### config.mk
export PLATFORM = sky130hd
export DESIGN_NAME = nec_ir_frame_transmitter_core
export DESIGN_NICKNAME = d
export VERILOG_FILES = /design/src/sv/nectx_pkg.sv /design/src/sv/nec_ir_frame_transmitter_core.sv /design/src/sv/nectx_front.sv /design/src/sv/nectx_fifo.sv /design/src/sv/nectx_engine.sv
export VERILOG_INCLUDE_DIRS = /design/src /design/src/sv
export SDC_FILE = /design/constraint.sdc
export NUM_CORES = 1
export LEC_CHECK = 0
export ABC_AREA = 1
export ABC_CLOCK_PERIOD_IN_PS = 13600
export BUFFER_PORTS_ARGS = -buffer_cell sky130_fd_sc_hd__buf_2
export CORE_UTILIZATION = 38
export DETAILED_ROUTE_END_ITERATION = 7
export MAX_ROUTING_LAYER = met4
export PLACE_DENSITY = 0.57
export SYNTH_ARGS = -nofsm -noshare
export SYNTH_HDL_FRONTEND = slang
export SYNTH_SLANG_ARGS = --single-unit
export TNS_END_PERCENT = 100
### constraint.sdc
create_clock -name clock -period 13.6 [get_ports clock]
set_input_delay 2.04 -clock clock [delete_from_list [all_inputs] [get_ports clock]]
set_output_delay 2.04 -clock clock [all_outputs]
set_load 0.02 [all_outputs]
### src/sv/nec_ir_frame_transmitter_core_assert.svh
// ---------------------------------------------------------------------------
// NEC IR transmitter assertion macros
// Concurrent assertion wrappers, compiled out when NO_ASSERTIONS is set.
// ---------------------------------------------------------------------------
`ifndef NEC_IR_FRAME_TRANSMITTER_CORE_ASSERT_SVH
`define NEC_IR_FRAME_TRANSMITTER_CORE_ASSERT_SVH

`ifndef NO_ASSERTIONS
`define NECTX_ASSERT_IMP(label, ante, cons) \
   label: assert property (@(posedge clock) disable iff (reset) (ante) |-> (cons)) \
      else $error("assertion failed");
`define NECTX_ASSERT_NEXT(label, ante, cons) \
   label: assert property (@(posedge clock) disable iff (reset) (ante) |=> (cons)) \
      else $error("assertion failed");
`else
`define NECTX_ASSERT_IMP(label, ante, cons)
`define NECTX_ASSERT_NEXT(label, ante, cons)
`endif

`endif

### src/sv/nectx_pkg.sv
// ---------------------------------------------------------------------------
// NEC IR transmitter package
// Shared types, command kinds, symbol codes and register indexes.
// ---------------------------------------------------------------------------
package nectx_pkg;

   localparam logic [1:0] KIND_TICK   = 2'd0;
   localparam logic [1:0] KIND_FRAME  = 2'd1;
   localparam logic [1:0] KIND_REPEAT = 2'd2;
   localparam logic [1:0] KIND_NOP    = 2'd3;

   localparam logic [2:0] SYM_NONE   = 3'd0;
   localparam logic [2:0] SYM_WAIT   = 3'd1;
   localparam logic [2:0] SYM_HEADER = 3'd2;
   localparam logic [2:0] SYM_ONE    = 3'd3;
   localparam logic [2:0] SYM_ZERO   = 3'd4;
   localparam logic [2:0] SYM_TAIL   = 3'd5;
   localparam logic [2:0] SYM_REPEAT = 3'd6;

   localparam logic [5:0] FRAME_LAST  = 6'd33;
   localparam logic [5:0] REPEAT_LAST = 6'd1;

   localparam logic [15:0] ADDR_HI_MASK = 16'hFF00;

   localparam logic [2:0] REG_HEADER_MARK   = 3'd0;
   localparam logic [2:0] REG_HEADER_PERIOD = 3'd1;
   localparam logic [2:0] REG_REPEAT_MARK   = 3'd2;
   localparam logic [2:0] REG_REPEAT_PERIOD = 3'd3;
   localparam logic [2:0] REG_BIT_MARK      = 3'd4;
   localparam logic [2:0] REG_ONE_PERIOD    = 3'd5;
   localparam logic [2:0] REG_ZERO_PERIOD   = 3'd6;
   localparam logic [2:0] REG_FRAME         = 3'd7;

   typedef struct packed {
      logic [1:0]  kind;
      logic [31:0] word;
   } cmd_type;

   typedef struct packed {
      logic [7:0] header_mark_ticks;
      logic [7:0] header_period_ticks;
      logic [7:0] repeat_mark_ticks;
      logic [7:0] repeat_period_ticks;
      logic [7:0] bit_mark_ticks;
      logic [7:0] one_period_ticks;
      logic [7:0] zero_period_ticks;
      logic [9:0] frame_ticks;
   } cfg_type;

endpackage

### src/sv/nec_ir_frame_transmitter_core.sv
// ---------------------------------------------------------------------------
// NEC IR frame transmitter core
// Queues NEC frames and repeats as symbols and times them out on tick items.
// ---------------------------------------------------------------------------
// Input stream req_*: tuser carries the request kind (tick, frame, repeat),
// tdata the address and command. Every accepted transaction yields exactly one
// rsp_* transaction carrying carrier_on and busy_res after that item's update.
// A frame request writes 34 symbols (header, 32 bits, tail) to the ring and
// a repeat writes two (repeat, tail); both stop early if the ring fills. A
// tick steps the timers; at the end of a frame the ring is scanned for the
// next header or repeat, one symbol at a time over the single read port.
// The front end and a two-entry command queue keep taking requests while the
// engine works or the result waits, so the receiver may stall freely; once
// all buffers are full req_tready drops until the engine takes a command.
// csr_we writes csr_wdata to register csr_index; idle only, user-enforced.
// Synchronous reset restores the register defaults, empties the ring
// pointers and timers, and drops busy and carrier; ring contents are left.
// ---------------------------------------------------------------------------
module nec_ir_frame_transmitter_core #(
   parameter int RING_DEPTH = 256
) (
   input  logic        clock,
   input  logic        reset,
   input  logic        req_tvalid,
   output logic        req_tready,
   input  logic [1:0]  req_tuser,    // [1:0] req_type
   input  logic [23:0] req_tdata,    // [15:0] address, [23:16] command
   output logic        rsp_tvalid,
   input  logic        rsp_tready,
   output logic [7:0]  rsp_tdata,    // [0] carrier_on, [1] busy_res, rest zero
   input  logic        csr_we,
   input  logic [2:0]  csr_index,
   input  logic [9:0]  csr_wdata
);

   nectx_pkg::cfg_type cfg_ff, cfg_in;
   nectx_pkg::cmd_type front_cmd, q_cmd;
   logic               front_valid, front_ready;
   logic               q_valid, q_ready;

   always_comb begin
      cfg_in = cfg_ff;
      if (csr_we) begin
         unique case (csr_index)
            nectx_pkg::REG_HEADER_MARK:   cfg_in.header_mark_ticks   = csr_wdata[7:0];
            nectx_pkg::REG_HEADER_PERIOD: cfg_in.header_period_ticks = csr_wdata[7:0];
            nectx_pkg::REG_REPEAT_MARK:   cfg_in.repeat_mark_ticks   = csr_wdata[7:0];
            nectx_pkg::REG_REPEAT_PERIOD: cfg_in.repeat_period_ticks = csr_wdata[7:0];
            nectx_pkg::REG_BIT_MARK:      cfg_in.bit_mark_ticks      = csr_wdata[7:0];
            nectx_pkg::REG_ONE_PERIOD:    cfg_in.one_period_ticks    = csr_wdata[7:0];
            nectx_pkg::REG_ZERO_PERIOD:   cfg_in.zero_period_ticks   = csr_wdata[7:0];
            nectx_pkg::REG_FRAME:         cfg_in.frame_ticks         = csr_wdata;
            default:                      cfg_in = cfg_ff;
         endcase
      end
   end

   always_ff @(posedge clock) begin
      if (reset) begin
         cfg_ff.header_mark_ticks   <= 8'd16;
         cfg_ff.header_period_ticks <= 8'd24;
         cfg_ff.repeat_mark_ticks   <= 8'd16;
         cfg_ff.repeat_period_ticks <= 8'd20;
         cfg_ff.bit_mark_ticks      <= 8'd1;
         cfg_ff.one_period_ticks    <= 8'd4;
         cfg_ff.zero_period_ticks   <= 8'd2;
         cfg_ff.frame_ticks         <= 10'd192;
      end else begin
         cfg_ff <= cfg_in;
      end
   end

   nectx_front u_front (
      .clock      (clock),
      .reset      (reset),
      .req_tvalid (req_tvalid),
      .req_tready (req_tready),
      .req_tuser  (req_tuser),
      .req_tdata  (req_tdata),
      .cmd_valid  (front_valid),
      .cmd_ready  (front_ready),
      .cmd        (front_cmd)
   );

   nectx_fifo u_fifo (
      .clock      (clock),
      .reset      (reset),
      .push_valid (front_valid),
      .push_ready (front_ready),
      .push_cmd   (front_cmd),
      .pop_valid  (q_valid),
      .pop_ready  (q_ready),
      .pop_cmd    (q_cmd)
   );

   nectx_engine #(
      .RING_DEPTH (RING_DEPTH)
   ) u_engine (
      .clock      (clock),
      .reset      (reset),
      .cfg        (cfg_ff),
      .q_valid    (q_valid),
      .q_ready    (q_ready),
      .q_cmd      (q_cmd),
      .rsp_tvalid (rsp_tvalid),
      .rsp_tready (rsp_tready),
      .rsp_tdata  (rsp_tdata)
   );

endmodule

### src/sv/nectx_front.sv
// ---------------------------------------------------------------------------
// NEC IR transmitter front end
// Accepts requests, builds the 32-bit frame word and registers the command.
// ---------------------------------------------------------------------------
module nectx_front (
   input  logic                clock,
   input  logic                reset,
   input  logic                req_tvalid,
   output logic                req_tready,
   input  logic [1:0]          req_tuser,   // [1:0] req_type
   input  logic [23:0]         req_tdata,   // [15:0] address, [23:16] command
   output logic                cmd_valid,
   input  logic                cmd_ready,
   output nectx_pkg::cmd_type  cmd
);

   logic               stage_valid_ff, stage_valid_in;
   nectx_pkg::cmd_type stage_cmd_ff, stage_cmd_in;
   logic [15:0]        address;
   logic [7:0]         command;
   logic [15:0]        addr_word;
   logic               accept;

   assign address    = req_tdata[15:0];
   assign command    = req_tdata[23:16];
   assign req_tready = !stage_valid_ff || cmd_ready;
   assign accept     = req_tvalid && req_tready;
   assign cmd_valid  = stage_valid_ff;
   assign cmd        = stage_cmd_ff;

   // 8-bit address mode sends the low byte and its inverse
   assign addr_word = ((address & nectx_pkg::ADDR_HI_MASK) == 16'd0) ?
                      {~address[7:0], address[7:0]} : address;

   always_comb begin
      stage_cmd_in   = stage_cmd_ff;
      stage_valid_in = stage_valid_ff && !cmd_ready;
      if (accept) begin
         stage_valid_in     = 1'b1;
         stage_cmd_in.word  = {~command, command, addr_word};
         unique case (req_tuser)
            nectx_pkg::KIND_TICK:   stage_cmd_in.kind = nectx_pkg::KIND_TICK;
            nectx_pkg::KIND_FRAME:  stage_cmd_in.kind = nectx_pkg::KIND_FRAME;
            nectx_pkg::KIND_REPEAT: stage_cmd_in.kind = nectx_pkg::KIND_REPEAT;
            default:                stage_cmd_in.kind = nectx_pkg::KIND_NOP;
         endcase
      end
   end

   always_ff @(posedge clock) begin
      if (reset) begin
         stage_valid_ff <= 1'b0;
      end else begin
         stage_valid_ff <= stage_valid_in;
      end
   end

   always_ff @(posedge clock) begin
      stage_cmd_ff <= stage_cmd_in;
   end

endmodule

### src/sv/nectx_fifo.sv
// ---------------------------------------------------------------------------
// NEC IR transmitter command queue
// Two-entry queue between the front end and the symbol engine.
// ---------------------------------------------------------------------------
module nectx_fifo (
   input  logic                clock,
   input  logic                reset,
   input  logic                push_valid,
   output logic                push_ready,
   input  nectx_pkg::cmd_type  push_cmd,
   output logic                pop_valid,
   input  logic                pop_ready,
   output nectx_pkg::cmd_type  pop_cmd
);

   nectx_pkg::cmd_type entry_ff [2];
   logic               wr_ptr_ff, wr_ptr_in;
   logic               rd_ptr_ff, rd_ptr_in;
   logic [1:0]         count_ff, count_in;
   logic               push, pop;

   assign push_ready = (count_ff != 2'd2);
   assign pop_valid  = (count_ff != 2'd0);
   assign push       = push_valid && push_ready;
   assign pop        = pop_valid && pop_ready;
   assign pop_cmd    = entry_ff[rd_ptr_ff];

   always_comb begin
      wr_ptr_in = push ? !wr_ptr_ff : wr_ptr_ff;
      rd_ptr_in = pop ? !rd_ptr_ff : rd_ptr_ff;
      count_in  = count_ff;
      if (push && !pop) begin
         count_in = count_ff + 2'd1;
      end else if (pop && !push) begin
         count_in = count_ff - 2'd1;
      end
   end

   always_ff @(posedge clock) begin
      if (reset) begin
         wr_ptr_ff <= 1'b0;
         rd_ptr_ff <= 1'b0;
         count_ff  <= 2'd0;
      end else begin
         wr_ptr_ff <= wr_ptr_in;
         rd_ptr_ff <= rd_ptr_in;
         count_ff  <= count_in;
      end
   end

   always_ff @(posedge clock) begin
      if (push) begin
         entry_ff[wr_ptr_ff] <= push_cmd;
      end
   end

endmodule

### src/sv/nectx_engine.sv
// ---------------------------------------------------------------------------
// NEC IR transmitter symbol engine
// Symbol ring, enqueue sequencer, tick timers, frame scan and result register.
// ---------------------------------------------------------------------------
`include "nec_ir_frame_transmitter_core_assert.svh"

module nectx_engine #(
   parameter int RING_DEPTH = 256
) (
   input  logic                clock,
   input  logic                reset,
   input  nectx_pkg::cfg_type  cfg,
   input  logic                q_valid,
   output logic                q_ready,
   input  nectx_pkg::cmd_type  q_cmd,
   output logic                rsp_tvalid,
   input  logic                rsp_tready,
   output logic [7:0]          rsp_tdata   // [0] carrier_on, [1] busy_res
);

   localparam int PTR_W = $clog2(RING_DEPTH);

   localparam logic [2:0] ST_IDLE     = 3'd0;
   localparam logic [2:0] ST_ENQ      = 3'd1;
   localparam logic [2:0] ST_TICK     = 3'd2;
   localparam logic [2:0] ST_LOAD_RD  = 3'd3;
   localparam logic [2:0] ST_LOAD     = 3'd4;
   localparam logic [2:0] ST_SCAN_RD  = 3'd5;
   localparam logic [2:0] ST_SCAN_CHK = 3'd6;
   localparam logic [2:0] ST_DONE     = 3'd7;

   function automatic logic [PTR_W-1:0] ring_next(input logic [PTR_W-1:0] p);
      return (p == PTR_W'(RING_DEPTH - 1)) ? '0 : p + 1'b1;
   endfunction

   logic [2:0]         ring_mem [RING_DEPTH];
   logic [2:0]         rd_data_ff;

   logic [2:0]         state_ff, state_in;
   nectx_pkg::cmd_type cmd_ff, cmd_in;
   logic [5:0]         enq_cnt_ff, enq_cnt_in;
   logic [PTR_W-1:0]   write_pos_ff, write_pos_in;
   logic [PTR_W-1:0]   read_pos_ff, read_pos_in;
   logic [PTR_W-1:0]   ptr_ff, ptr_in;
   logic [9:0]         frame_left_ff, frame_left_in;
   logic [9:0]         period_left_ff, period_left_in;
   logic [7:0]         mark_left_ff, mark_left_in;
   logic               active_ff, active_in;
   logic               carrier_ff, carrier_in;
   logic               rsp_valid_ff, rsp_valid_in;
   logic               rsp_carrier_ff, rsp_carrier_in;
   logic               rsp_busy_ff, rsp_busy_in;

   logic               mem_we;
   logic [2:0]         wr_sym;
   logic [5:0]         enq_last;
   logic [4:0]         bit_idx;
   logic [PTR_W-1:0]   wr_next;
   logic [PTR_W-1:0]   ptr_next;
   logic [7:0]         load_mark;
   logic [9:0]         load_period;
   logic               out_free;

   assign q_ready    = (state_ff == ST_IDLE);
   assign rsp_tvalid = rsp_valid_ff;
   assign rsp_tdata  = {6'd0, rsp_busy_ff, rsp_carrier_ff};
   assign out_free   = !rsp_valid_ff || rsp_tready;
   assign wr_next    = ring_next(write_pos_ff);
   assign ptr_next   = ring_next(ptr_ff);
   assign enq_last   = (cmd_ff.kind == nectx_pkg::KIND_FRAME) ?
                       nectx_pkg::FRAME_LAST : nectx_pkg::REPEAT_LAST;
   assign bit_idx    = 5'(enq_cnt_ff - 6'd1);

   always_comb begin
      if (cmd_ff.kind == nectx_pkg::KIND_FRAME) begin
         if (enq_cnt_ff == 6'd0) begin
            wr_sym = nectx_pkg::SYM_HEADER;
         end else if (enq_cnt_ff == nectx_pkg::FRAME_LAST) begin
            wr_sym = nectx_pkg::SYM_TAIL;
         end else begin
            wr_sym = cmd_ff.word[bit_idx] ? nectx_pkg::SYM_ONE : nectx_pkg::SYM_ZERO;
         end
      end else begin
         wr_sym = (enq_cnt_ff == 6'd0) ? nectx_pkg::SYM_REPEAT : nectx_pkg::SYM_TAIL;
      end
   end

   always_comb begin
      unique case (rd_data_ff)
         nectx_pkg::SYM_HEADER: begin
            load_mark   = cfg.header_mark_ticks;
            load_period = {2'd0, cfg.header_period_ticks};
         end
         nectx_pkg::SYM_ONE: begin
            load_mark   = cfg.bit_mark_ticks;
            load_period = {2'd0, cfg.one_period_ticks};
         end
         nectx_pkg::SYM_ZERO: begin
            load_mark   = cfg.bit_mark_ticks;
            load_period = {2'd0, cfg.zero_period_ticks};
         end
         nectx_pkg::SYM_TAIL: begin
            load_mark   = cfg.bit_mark_ticks;
            load_period = frame_left_ff;
         end
         nectx_pkg::SYM_REPEAT: begin
            load_mark   = cfg.repeat_mark_ticks;
            load_period = {2'd0, cfg.repeat_period_ticks};
         end
         default: begin
            load_mark   = 8'd0;
            load_period = frame_left_ff;
         end
      endcase
   end

   always_comb begin
      state_in       = state_ff;
      cmd_in         = cmd_ff;
      enq_cnt_in     = enq_cnt_ff;
      write_pos_in   = write_pos_ff;
      read_pos_in    = read_pos_ff;
      ptr_in         = ptr_ff;
      frame_left_in  = frame_left_ff;
      period_left_in = period_left_ff;
      mark_left_in   = mark_left_ff;
      active_in      = active_ff;
      carrier_in     = carrier_ff;
      rsp_valid_in   = rsp_valid_ff && !rsp_tready;
      rsp_carrier_in = rsp_carrier_ff;
      rsp_busy_in    = rsp_busy_ff;
      mem_we         = 1'b0;

      unique case (state_ff)
         ST_IDLE: begin
            if (q_valid) begin
               cmd_in     = q_cmd;
               enq_cnt_in = 6'd0;
               if (q_cmd.kind == nectx_pkg::KIND_FRAME ||
                   q_cmd.kind == nectx_pkg::KIND_REPEAT) begin
                  state_in = ST_ENQ;
               end else if (q_cmd.kind == nectx_pkg::KIND_TICK) begin
                  state_in = ST_TICK;
               end else begin
                  state_in = ST_DONE;
               end
            end
         end
         ST_ENQ: begin
            mem_we       = 1'b1;
            write_pos_in = wr_next;
            if (wr_next == read_pos_ff || enq_cnt_ff == enq_last) begin
               active_in = 1'b1;
               state_in  = ST_DONE;
            end else begin
               enq_cnt_in = enq_cnt_ff + 6'd1;
            end
         end
         ST_TICK: begin
            state_in = ST_DONE;
            if (!active_ff) begin
               state_in = ST_DONE;
            end else if (frame_left_ff != 10'd0) begin
               frame_left_in = frame_left_ff - 10'd1;
               if (period_left_ff != 10'd0) begin
                  if (mark_left_ff != 8'd0) begin
                     mark_left_in = mark_left_ff - 8'd1;
                     if (mark_left_ff == 8'd1) begin
                        carrier_in = 1'b0;
                     end
                  end
                  period_left_in = period_left_ff - 10'd1;
                  if (period_left_ff == 10'd1 && frame_left_ff != 10'd1) begin
                     ptr_in   = read_pos_ff;
                     state_in = ST_LOAD_RD;
                  end
               end
            end else begin
               // frame over: look for the next header or repeat
               carrier_in = 1'b0;
               ptr_in     = read_pos_ff;
               if (read_pos_ff == write_pos_ff) begin
                  active_in = 1'b0;
               end else begin
                  state_in = ST_SCAN_RD;
               end
            end
         end
         ST_LOAD_RD: begin
            state_in = ST_LOAD;
         end
         ST_LOAD: begin
            mark_left_in   = load_mark;
            period_left_in = load_period;
            carrier_in     = (load_mark != 8'd0);
            read_pos_in    = ptr_next;
            state_in       = ST_DONE;
         end
         ST_SCAN_RD: begin
            state_in = ST_SCAN_CHK;
         end
         ST_SCAN_CHK: begin
            if (rd_data_ff == nectx_pkg::SYM_HEADER || rd_data_ff == nectx_pkg::SYM_REPEAT) begin
               frame_left_in = cfg.frame_ticks;
               state_in      = ST_LOAD;
            end else if (ptr_next == write_pos_ff) begin
               active_in = 1'b0;
               state_in  = ST_DONE;
            end else begin
               ptr_in   = ptr_next;
               state_in = ST_SCAN_RD;
            end
         end
         ST_DONE: begin
            if (out_free) begin
               rsp_valid_in   = 1'b1;
               rsp_carrier_in = carrier_ff;
               rsp_busy_in    = active_ff;
               state_in       = ST_IDLE;
            end
         end
         default: begin
            state_in = ST_IDLE;
         end
      endcase
   end

   always_ff @(posedge clock) begin
      if (reset) begin
         state_ff       <= ST_IDLE;
         write_pos_ff   <= '0;
         read_pos_ff    <= '0;
         frame_left_ff  <= 10'd0;
         period_left_ff <= 10'd0;
         mark_left_ff   <= 8'd0;
         active_ff      <= 1'b0;
         carrier_ff     <= 1'b0;
         rsp_valid_ff   <= 1'b0;
      end else begin
         state_ff       <= state_in;
         write_pos_ff   <= write_pos_in;
         read_pos_ff    <= read_pos_in;
         frame_left_ff  <= frame_left_in;
         period_left_ff <= period_left_in;
         mark_left_ff   <= mark_left_in;
         active_ff      <= active_in;
         carrier_ff     <= carrier_in;
         rsp_valid_ff   <= rsp_valid_in;
      end
   end

   always_ff @(posedge clock) begin
      cmd_ff         <= cmd_in;
      enq_cnt_ff     <= enq_cnt_in;
      ptr_ff         <= ptr_in;
      rsp_carrier_ff <= rsp_carrier_in;
      rsp_busy_ff    <= rsp_busy_in;
   end

   // symbol ring, one write and one registered read per cycle
   always_ff @(posedge clock) begin
      if (mem_we) begin
         ring_mem[write_pos_ff] <= wr_sym;
      end
      rd_data_ff <= ring_mem[ptr_ff];
   end

   `NECTX_ASSERT_IMP(a_carrier_mark, carrier_ff, mark_left_ff != 8'd0)
   `NECTX_ASSERT_IMP(a_scan_in_run, state_ff == ST_SCAN_CHK, ptr_ff != write_pos_ff)
   `NECTX_ASSERT_IMP(a_enq_bound, state_ff == ST_ENQ, enq_cnt_ff <= enq_last)
   `NECTX_ASSERT_NEXT(a_done_emits, state_ff == ST_DONE && out_free, state_ff == ST_IDLE && rsp_valid_ff)

endmodule
## Word level (Yosys, flattened, before mapping)

Memory sizes are Yosys's and may differ from the RTL's. A register that Yosys moved wholly into a read port is not among the register bits.
Index checks and enable logic that the tools add are counted.

- Add/subtract/negate cells: 9
- Magnitude comparators: 1
- Equality and inequality tests: 51
- Multiplexer cells: 75
- Bitwise operators: 2
- Reductions and logical operators: 56

Operators by type and width:

| kind | number |
|---|---|
| 8-bit 2-to-1 mux | 12 |
| 10-bit 2-to-1 mux | 6 |
| 3-bit 2-to-1 mux | 14 |
| 10-bit case mux with 2 select lines | 2 |
| 10-bit case mux with 4 select lines | 1 |
| 3-bit equality test (second input constant) | 11 |
| 8-bit case mux with 2 select lines | 2 |
| 8-bit equality test | 3 |
| 3-bit case mux with 8 select lines | 1 |
| 8-bit case mux with 3 select lines | 1 |
| 1-bit 2-to-1 mux | 22 |
| 2-bit AND reduction | 10 |
| 10-bit nonzero test | 2 |
| 10-bit by 1-bit subtractor with 10-bit output (second input constant) | 2 |
| 3-bit by 2-bit equality test with 1-bit output (second input constant) | 6 |
| 6-bit 2-to-1 mux | 3 |
| 2-bit by 1-bit != test with 1-bit output (second input constant) | 9 |
| 8-bit by 1-bit adder with 8-bit output (second input constant) | 2 |
| 8-bit equality test (second input constant) | 2 |
| 16-bit zero test | 1 |
| 16-bit 2-to-1 mux | 1 |
| 8-bit NOT | 2 |
| 8-bit nonzero test | 2 |
| 3-bit != test (second input constant) | 4 |
| other kinds (34) | 73 |

- Register bits after elaboration: 205
- Bits in writable memories: 836
- Input bits: 44
- Output and inout port bits: 10
- Logic and storage cells: 225
- Memories: 2

Memory list:

| memory | words | width | read ports | clocked after memory_dff | wr ports | line | text |
|---|---|---|---|---|---|---|---|
| u_engine.ring_mem | 256 | 3 | 1 | 1 | 1 | nectx_engine.sv:36 | `logic [2:0] ring_mem [RING_DEPTH];` |
| u_fifo.entry_ff | 2 | 34 | 1 | 1 | 1 | nectx_fifo.sv:16 | `nectx_pkg::cmd_type entry_ff [2];` |

## Depth between registers and ports, before layout

Gate-level depths: netlist of run 1.

- Word-level depth: 7
- Gate-level depth with buffers: 15
- Depth with buffers taken out: 15

## Modules after synthesis

A second synthesis of run 1 with hierarchy kept.

- Cells, all modules: 4,227
- Area total of the unflattened synthesis: 44,809.2 um^2

Modules (own cells, without submodules):

| module | times used | cells each | area an instance (um^2) | seq. area each (um^2) |
|---|---|---|---|---|
| nectx_engine | 1 | 3,620 | 38,032.7 | 25,624.6 |
| nectx_fifo | 1 | 143 | 2,847.7 | 2,142.1 |
| nec_ir_frame_transmitter_core | 1 | 375 | 2,675.1 | 1,321.3 |
| nectx_front | 1 | 89 | 1,253.7 | 1,041.0 |

## Worst setup path before layout of run 1

No wires, ideal clock.

- Path type: register -> register
- Start: register u_engine.enq_cnt_ff[0]
- End: memory u_engine.ring_mem[0][0] (data pin)
- Library setup time: 1.731 ns
- Data arrival time: 9.508 ns
- Required time: 11.869 ns
- Setup slack: 2.361 ns
- Cell stages (with the launch flop): 12
- Path buffers: 2
- Period minus slack after synthesis: 11.239 ns
- Cell sequence: edfxtp_1 > buf_2 > clkinv_1 > buf_2 > ha_1 > inv_1 > o21ai_0 > o221ai_1 > nand3_1 > nand2_1 > nand2_1 > a31oi_1

- Longest elaborated chain between the ends: 7
- Elaborated cells on any way between the ends: 10
- Those cells by class: add/sub: 1; eq/ne: 1; mux: 7; reduce/logical: 1

RTL lines:

| what | line | text |
|---|---|---|
| from (decl) | nectx_engine.sv:41 | `logic [5:0] enq_cnt_ff, enq_cnt_in;` |
| from (signal assigned) | nectx_engine.sv:254 | `enq_cnt_ff <= enq_cnt_in;` |
| 5-bit by 1-bit subtractor with 5-bit output | nectx_engine.sv:72 | `assign bit_idx = 5'(enq_cnt_ff - 6'd1);` |
| via u_engine.bit_idx[0] | nectx_engine.sv:57 | `logic [4:0] bit_idx;` |
| 1-bit binary-select mux with 5-bit select | nectx_engine.sv:81 | `wr_sym = cmd_ff.word[bit_idx] ? nectx_pkg::SYM_ONE : nectx_pkg::SYM_ZERO;` |
| 1-bit 2-to-1 mux (implied by the code) | nectx_engine.sv:81 |  |
| 3-bit 2-to-1 mux | nectx_engine.sv:81 |  |
| 3-bit 2-to-1 mux | nectx_engine.sv:78 | `end else if (enq_cnt_ff == nectx_pkg::FRAME_LAST) begin` |
| 3-bit 2-to-1 mux | nectx_engine.sv:76 | `if (enq_cnt_ff == 6'd0) begin` |
| 3-bit 2-to-1 mux | nectx_engine.sv:75 | `if (cmd_ff.kind == nectx_pkg::KIND_FRAME) begin` |
| via u_engine.wr_sym[0] | nectx_engine.sv:55 | `logic [2:0] wr_sym;` |
| to (decl) | nectx_engine.sv:36 |  |

The timed path passes the listed nets, and every way through them passes these cells. The select of a mux whose other input is x is not followed.

## Worst setup path after layout of run 1

- Start: register u_engine.enq_cnt_ff[0]
- End: memory u_engine.ring_mem[58][1] (data pin)

- Longest elaborated chain between the ends: 7
- Elaborated cells on any way between the ends: 10
- Those cells by class: add/sub: 1; eq/ne: 1; mux: 7; reduce/logical: 1

RTL lines:

| what | line |
|---|---|
| 5-bit by 1-bit subtractor with 5-bit output | nectx_engine.sv:72 |
| 1-bit binary-select mux with 5-bit select | nectx_engine.sv:81 |
| 1-bit 2-to-1 mux (implied by the code) | nectx_engine.sv:81 |
| 3-bit 2-to-1 mux | nectx_engine.sv:81 |
| 3-bit 2-to-1 mux | nectx_engine.sv:78 |
| 3-bit 2-to-1 mux | nectx_engine.sv:76 |
| 3-bit 2-to-1 mux (*) | nectx_engine.sv:75 |
| via u_engine.wr_sym[1] | nectx_engine.sv:55 |

The timed path passes the listed nets; every way through them passes the cells marked *. The select of a mux whose other input is x is not followed.

==> out/results.md, run 1 <==
* 107 — Num CTS Buffers
* 116200 um^2 — CORE AREA
* 54 — number of top-level pins
* 3 — level count of the clock H-tree
* 344.4 um — width of the die
* 0 ns — summed negative setup slack over all endpoints
* 3.162 mW — Psw
* sky130_fd_sc_hd__nand2_1 — dominant cell by count in the synthesized netlist
* 24.1% — relative contribution of combinational cells to total power
* 0 — post-route antenna net violation count
* 171700 um — global-route wire length before repair
* 41 — number of distinct standard cells referenced by the synthesized netlist
* 62390 um — hpwl dp
* 47 — port bufs
* 61.99% — proportion of netlist area held by the largest area contributor
* sky130_fd_sc_hd__edfxtp_1 — most common flop cell mapped by yosys
* 0 — number of gates resized after cts
* 5617 — Inst Count DP
* 2707 — number of DRC markers after the initial detailed-route iteration
* 0 — final global-route overflow total
* 49630 um^2 — post-layout instance area
* sky130_fd_sc_hd__clkbuf_16 — Clk Tree Root Cell
* no — unrepaired setup endpoints after global routing
* 0 — Final Setup Violations
* 53400 um — detailed-routed wire length on met2
* 0 — final number of max-transition violations
* 0 — Fin. Hold Viols
* 10.46 um^2 — Avg Synthesized Cell Area
* 6964 um — length of routed met3 wiring
* register to register — type of the worst setup path
* 0.91 ns — delay contributed by the slowest stage of the critical path
* 4266 — final net count
* 178.2 MHz — upper clock frequency limit
* sky130_fd_sc_hd__nand2_1 — Critical Path Most Common Cell
* complete, no violations — run status
* 0 — total of hold buffers inserted after clock tree synthesis
* 30130 um^2 — sequential cell area in the final layout
* 38.35% — Initial Util
* 6.641 mW — internal power contribution
* sky130_fd_sc_hd__edfxtp_1 (62%), sky130_fd_sc_hd__nand2_1 (9.3%), sky130_fd_sc_hd__nand3_1 (7.6%), sky130_fd_sc_hd__dfxtp_1 (5.6%), sky130_fd_sc_hd__nor2_1 (4.1%) — Synth area leaders
* sky130_fd_sc_hd__edfxtp_1 — cell type with the largest total area after synthesis
* met4 — Max Used Layer
* 6 — DRT Pass-1 Iters
* register to register — worst min path class
* 0.8053 — GPL Wtd Cong
* 0.06 ns — clock-pin slew of the registers on the worst-case setup and hold paths
* 920 — number of enable flip-flop cells after synthesis
* 112900 um — Final Routed Wirelength
* 41.27% — final worst path period share
* 118600 um^2 — Die ar.
* 7.99 ns — r2r setup slk
* 19.42 um — average routed wire per standard cell
* 1.141 ns — transition time at the pin with the least slew margin
* 0.01919 ns — Clock Skews
* 0% — asr flop ratio synth
* sky130_fd_sc_hd__buf_4 — slowest library cell on the worst path
* 9.803 mW — total power
* 1045 — #FFs+latches synth
* 11.37% — relative area change from synthesis to final layout
* 67.61% — sequential cell area fraction in the yosys report
* 0.68 ns — insertion delay to the later sink of the worst-skew pair
* 10930 — fill count
* 344.4 um — vertical die dimension
* 1045 — clock sink count
* 17.69 nW — cell leakage power
* 0 — antenna violations before repair
* 49070 um — M1 WL
* 0 — Residual DRC
* 7.527% — fraction of layout cells with a size suffix above 1
* clkinv_1 -> ha_1 -> inv_1 -> o21ai_0 -> o221ai_1 -> o211ai_1 -> nand2_1 -> nand2_1 -> nand2_1 -> nand2_1 -> nand2_4 -> buf_4 -> buf_4 — cell-by-cell trace of the critical path
* register — crit start category
* 125 — FP Rows
* 31.1% — clock network fraction of total power
* 0 — max-capacitance violation count
* 5816 — filler-free cell count of the finished design
* 190 — pin count of the biggest net entering global routing
* 29260 — vias in the first global route
* 97 — Critical Path Fanout Max
* 23.91% — normalized max-slew margin
* 19.48% — global router's overall resource usage
* 3 — maximum buffer depth of the clock tree
* 0.2413 mV — worst vdd ir
* 44560 um^2 — netlist area before placement
* built — TritonCTS clock tree
* 4262 — number of instances in the synthesized netlist
* register — Setup crit end kind
* sky130_fd_sc_hd__nand2_1 (1108), sky130_fd_sc_hd__edfxtp_1 (920), sky130_fd_sc_hd__nand3_1 (680) — cell types with the highest counts after synthesis
* 5.94 ns — Arrival @ worst endpoint
* 0 — Synth Warn #
* 44.9% — Flop pwr share
* 30200 — total number of vias
* 45950 um^2 — Cell Area, Placed
* 5.193 — Avg Vias per Cell
* 12600 um^2 — area of combinational cells with multiple inputs
* 197.5 nW/um^2 — power density normalized to cell area
* 0 — total setup buffers inserted after CTS
* 32.26% — switching power share of the total
* 13.93 ns — CP Data Required Time
* 5.613 ns — Period minus WS final
-- registers in the layout, summed over array words and instances (netlist names), 10 cells and up, named ones only --
signal                   flops
u_engine.ring_mem          768
u_front.cmd                 34
u_engine.period_left_ff     10
u_engine.cmd_ff             34
cfg_ff                      66
u_engine.frame_left_ff      10
u_fifo.entry_ff             68
-- placed cells by master, fill, tap and decap left out, types with 14 or more instances in the layout --
master / netlist / layout
sky130_fd_sc_hd__o21ai_0: 173 / 173
sky130_fd_sc_hd__ha_1: 20 / 20
sky130_fd_sc_hd__nand2_1: 1108 / 1096
sky130_fd_sc_hd__a21oi_1: 103 / 102
sky130_fd_sc_hd__inv_1: 181 / 179
sky130_fd_sc_hd__clkinv_2: 0 / 23
sky130_fd_sc_hd__edfxtp_1: 920 / 920
sky130_fd_sc_hd__bufinv_16: 0 / 15
sky130_fd_sc_hd__clkinv_1: 6 / 19
sky130_fd_sc_hd__clkbuf_16: 0 / 109
sky130_fd_sc_hd__nand3_1: 680 / 680
sky130_fd_sc_hd__xor2_1: 14 / 14
sky130_fd_sc_hd__buf_4: 13 / 39
sky130_fd_sc_hd__nand4_1: 18 / 18
sky130_fd_sc_hd__o211ai_1: 23 / 23
sky130_fd_sc_hd__mux2_2: 32 / 32
sky130_fd_sc_hd__dfxtp_1: 125 / 125
sky130_fd_sc_hd__nor2_1: 488 / 486
sky130_fd_sc_hd__nand2_2: 3 / 14
sky130_fd_sc_hd__buf_2: 126 / 47
-- critical path, delay by kind of cell (launching register included) --
kind | cells | cell delay (ns)
fa+ha+maj | 1 | 0.56
buf+inv | 4 | 2.46
flops | 1 | 0.72
simple gates | 5 | 0.99
compound gates | 3 | 0.42
-- area by class of cell --
class	instances	share of cell area (%)
Antenna cell	1	0.005042
Sequential cell	1045	60.71
Inverter	193	1.500
Tap cell	1524	3.842
Clock inverter	64	1.477
Multi-Input combinational cell	2767	25.40
Clock buffer	134	5.927
Timing Repair Buffer	88	1.145
-- power by group through the flow --
stage | clock (mW) | combinational [mW] | sequential (mW)
finish | 3.05 | 2.36 | 4.40
global route | 3.21 | 2.65 | 4.42
CTS | 3.10 | 2.39 | 4.40
detailed placement | 0 | 2.38 | 4.46
global placement | 0 | 2.36 | 4.46
floorplan | 0 | 1.57 | 4.60
-- kinds of logic (layout without fill, tap and decap cells) --
family | count (synthesis) | after routing | synth area share [%]
other | 1 | 7 | 0.008415
buffers and inverters | 455 | 479 | 4.307
multiplexers | 32 | 32 | 0.8086
adder cells (fa/ha/maj) | 20 | 20 | 0.5615
XOR/XNOR | 23 | 23 | 0.4521
AND/OR/NAND/NOR | 2321 | 2321 | 21.70
AO/OA/AOI/OAI | 365 | 365 | 4.549
flip-flops | 1045 | 1045 | 67.61
-- metal layers --
metal	global-route usage [%]	vias to the layer above
met3	2.976	179
li1	-	14580
met4	6.453	0
met5	-	-
met1	25.45	14630
met2	30.99	822
-- worst paths after layout --
path / to / startpoint / cells after the start
setup / recovery: u_engine.ring_mem[58][1] / u_engine.enq_cnt_ff[0] / 13
hold / removal: u_fifo.entry_ff[1][6] / u_front.cmd[6] / 0
setup reg to reg: u_engine.ring_mem[58][1] / u_engine.enq_cnt_ff[0] / 13
hold reg to reg: u_fifo.entry_ff[1][6] / u_front.cmd[6] / 0
-- through the flow --
stage / hold slack [ns] / worst slack [ns] / utilization (%)
floorplan: 0.4086 / 2.361 / -
global placement: 0.4231 / 8.152 / 39.54
detailed placement: 0.4302 / 8.021 / 39.54
CTS: 0.4428 / 7.953 / 42.71
global route: 0.4522 / 7.414 / 42.71
finish: 0.4446 / 7.987 / 42.71
Note: power is estimated with default switching activity, not from simulation.
==> inputs of run 2 (changes only) <==
--- a/config.mk
+++ b/config.mk
@@ -7,12 +7,12 @@
 export NUM_CORES = 1
 export LEC_CHECK = 0
 export ABC_AREA = 1
-export ABC_CLOCK_PERIOD_IN_PS = 13600
+export ABC_CLOCK_PERIOD_IN_PS = 4630
 export BUFFER_PORTS_ARGS = -buffer_cell sky130_fd_sc_hd__buf_2
 export CORE_UTILIZATION = 38
 export DETAILED_ROUTE_END_ITERATION = 7
 export MAX_ROUTING_LAYER = met4
-export PLACE_DENSITY = 0.57
+export PLACE_DENSITY = 0.58
 export SYNTH_ARGS = -nofsm -noshare
 export SYNTH_HDL_FRONTEND = slang
 export SYNTH_SLANG_ARGS = --single-unit
==> constraint.sdc (replaced) <==
create_clock -name clock -period 4.63 [get_ports clock]
set_input_delay 0.6945 -clock clock [delete_from_list [all_inputs] [get_ports clock]]
set_output_delay 0.6945 -clock clock [all_outputs]
set_load 0.02 [all_outputs]
==> out/results.md, run 2 (synthesis gave the netlist of run 1 again) <==
* complete, no violations — run status
* 344.4 um — vertical die dimension, unchanged
* input port to register — worst min path class
* buffers and inverters — crit-path leading delay family
* 30250 — total number of vias, +0.15%
* 344.4 um — width of the die, unchanged
* 1.280 ns — transition time at the pin with the least slew margin, +0.1388 ns
* 38.35% — Initial Util, unchanged
* 112700 um — Final Routed Wirelength, -0.26%
* 0 — antenna violations before repair, unchanged
* clkinv_4 -> ha_4 -> xnor2_2 -> inv_1 -> o221ai_1 -> nand3_1 -> nand2_1 -> nand2_1 -> nand2_1 -> nand2_1 -> o21ai_0 -> clkinvlp_4 -> buf_4 — cell-by-cell trace of the critical path
* 0.69 ns — insertion delay to the later sink of the worst-skew pair, about the same
* 39 — Critical Path Fanout Max, -60%
* 54 — number of top-level pins, unchanged
* 0 — max-capacitance violation count, unchanged
* u_engine.ring_mem x768, u_fifo.entry_ff x68, cfg_ff x66 — leading registers by flop count
* 5 — DRT Pass-1 Iters, -1
* no — unrepaired setup endpoints after global routing
* 4 — combined buffer and inverter count along the critical path, unchanged
* 29120 — vias in the first global route, -0.47%
* 76.78% — final worst path period share, +36 points
* 0 — n_diodes, -1
* 0 ns — summed negative setup slack over all endpoints, unchanged
* sky130_fd_sc_hd__clkbuf_16 — Clk Tree Root Cell
* 0 — total of hold buffers inserted after clock tree synthesis, unchanged
* 0 — number of gates resized after cts, unchanged
* 46310 um^2 — Cell Area, Placed, +0.78%
* 7.552% — fraction of layout cells with a size suffix above 1, +0.024 points
* 1045 — clock sink count, unchanged
* 3.555 ns — Period minus WS final, -2.058 ns
* 116200 um^2 — CORE AREA, unchanged
* 3 — level count of the clock H-tree, unchanged
* register to register — type of the worst setup path
* sky130_fd_sc_hd__clkinvlp_4 — slowest library cell on the worst path
* sky130_fd_sc_hd__nand2_1 — Critical Path Most Common Cell
* 5.00 ns — CP Data Required Time, -8.93 ns
* 19.58% — global router's overall resource usage, +0.099 points
* register — crit start category
* 0.03431 ns — Clock Skews, +0.01512 ns
* 167 — pin count of the biggest net entering global routing, -12%
* 17.71 nW — cell leakage power, +0.13%
* 0 — Fin. Hold Viols, unchanged
* 118600 um^2 — Die ar., unchanged
* 0.76 ns — delay contributed by the slowest stage of the critical path, -0.15 ns
* u_engine.ring_mem — Biggest register
* 0 — post-route antenna net violation count, unchanged
* 173600 um — global-route wire length before repair, +1.1%
* 0 — Residual DRC, unchanged
* 19.29 um — average routed wire per standard cell, -0.68%
* 65150 um — hpwl dp, +4.4%
* 14.45% — normalized max-slew margin, -9.5 points
* 5.179 — Avg Vias per Cell, -0.28%
* register — Setup crit end kind
* 3.92 ns — Arrival @ worst endpoint, -2.02 ns
* 0 — final number of max-transition violations, unchanged
* 28.60 mW — total power, +190%
* sky130_fd_sc_hd__nand2_1 (1105), sky130_fd_sc_hd__edfxtp_1 (920), sky130_fd_sc_hd__nand3_1 (680) — highest-count cells in the layout ignoring fill and taps
* 106 — Num CTS Buffers, -0.93%
* 4291 — final net count, +0.59%
* 0.06 ns — clock-pin slew of the registers on the worst-case setup and hold paths, about the same
* 0 — Final Setup Violations, unchanged
* sky130_fd_sc_hd__nand2_1 — most frequent standard cell in the layout excluding fill and tap cells
* built — TritonCTS clock tree
* 0 — total setup buffers inserted after CTS, unchanged
* 11.51% — relative area change from synthesis to final layout
* 2723 — number of DRC markers after the initial detailed-route iteration, +0.59%
* 0 — final global-route overflow total, unchanged
* 0.5869 mV — worst vdd ir, +140%
* 281.3 MHz — upper clock frequency limit, +58%
* 47 — port bufs, unchanged
* 575.6 nW/um^2 — power density normalized to cell area, +190%
* 0.8365 — GPL Wtd Cong, +3.9%
* 3 — maximum buffer depth of the clock tree, unchanged
* 125 — FP Rows, unchanged
* 49690 um^2 — post-layout instance area, +0.12%
* 1.07 ns — r2r setup slk, -6.91 ns
* 768 — max reg flops, unchanged
-- run 2: where the power goes --
part | internal [mW] | switching (mW)
Sequential | 12.5 | 0.339
Clock | 4.76 | 3.62
Combinational | 1.91 | 5.47
Total | 19.2 | 9.43
-- run 2: per-layer routing --
layer	vias to the layer above	track usage [%]	wire (um)
li1	14630	-	-
met1	14520	26.50	50120
met2	926	31.00	53060
met3	172	2.216	6402
met4	0	5.752	3072
met5	-	-	0
-- run 2: final cells by class --
| class | count | area, um^2 |
|---|---|---|
| fillers | 10960 | 66520 |
| well taps | 1524 | 1907 |
| clock inverters | 53 | 450.4 |
| repair buffers | 114 | 913.4 |
| clock buffers | 145 | 2929 |
| multi-input cells | 2767 | 12610 |
| inverters | 193 | 750.7 |
| flip-flops and latches | 1045 | 30130 |
-- run 2: worst paths after layout --
path	from	endpoint	depth (start not counted)
worst max-delay path	u_engine.enq_cnt_ff[0]	u_engine.ring_mem[42][2]	13
worst min-delay path	req_tuser[0]	u_front.cmd[32]	1
worst max register to register	u_engine.enq_cnt_ff[0]	u_engine.ring_mem[42][2]	13
worst min register to register	u_engine.carrier_ff	u_engine.rsp_carrier_ff	0
-- run 2: worst reg2reg max path, cell delays in order, from the launching register on --
cell	delay [ns]
sky130_fd_sc_hd__edfxtp_1	0.40
sky130_fd_sc_hd__clkinv_4	0.15
sky130_fd_sc_hd__ha_4	0.20
sky130_fd_sc_hd__xnor2_2	0.22
sky130_fd_sc_hd__inv_1	0.15
sky130_fd_sc_hd__o221ai_1	0.11
sky130_fd_sc_hd__nand3_1	0.09
sky130_fd_sc_hd__nand2_1	0.09
sky130_fd_sc_hd__nand2_1	0.09
sky130_fd_sc_hd__nand2_1	0.08
sky130_fd_sc_hd__nand2_1	0.13
sky130_fd_sc_hd__o21ai_0	0.20
sky130_fd_sc_hd__clkinvlp_4	0.76
sky130_fd_sc_hd__buf_4	0.58
-- run 2: per-stage QoR --
step,hold slack (ns),utilization (%),worst slack [ns],std cells
after floorplan,0.4086,-,0.001547,4267
after global placement,0.4175,39.85,1.090,5643
after detailed placement,0.4230,39.85,1.074,5643
after CTS,0.1646,42.76,1.066,5841
after global routing,0.1798,42.76,0.8252,5841
final,0.1995,42.76,1.075,5841
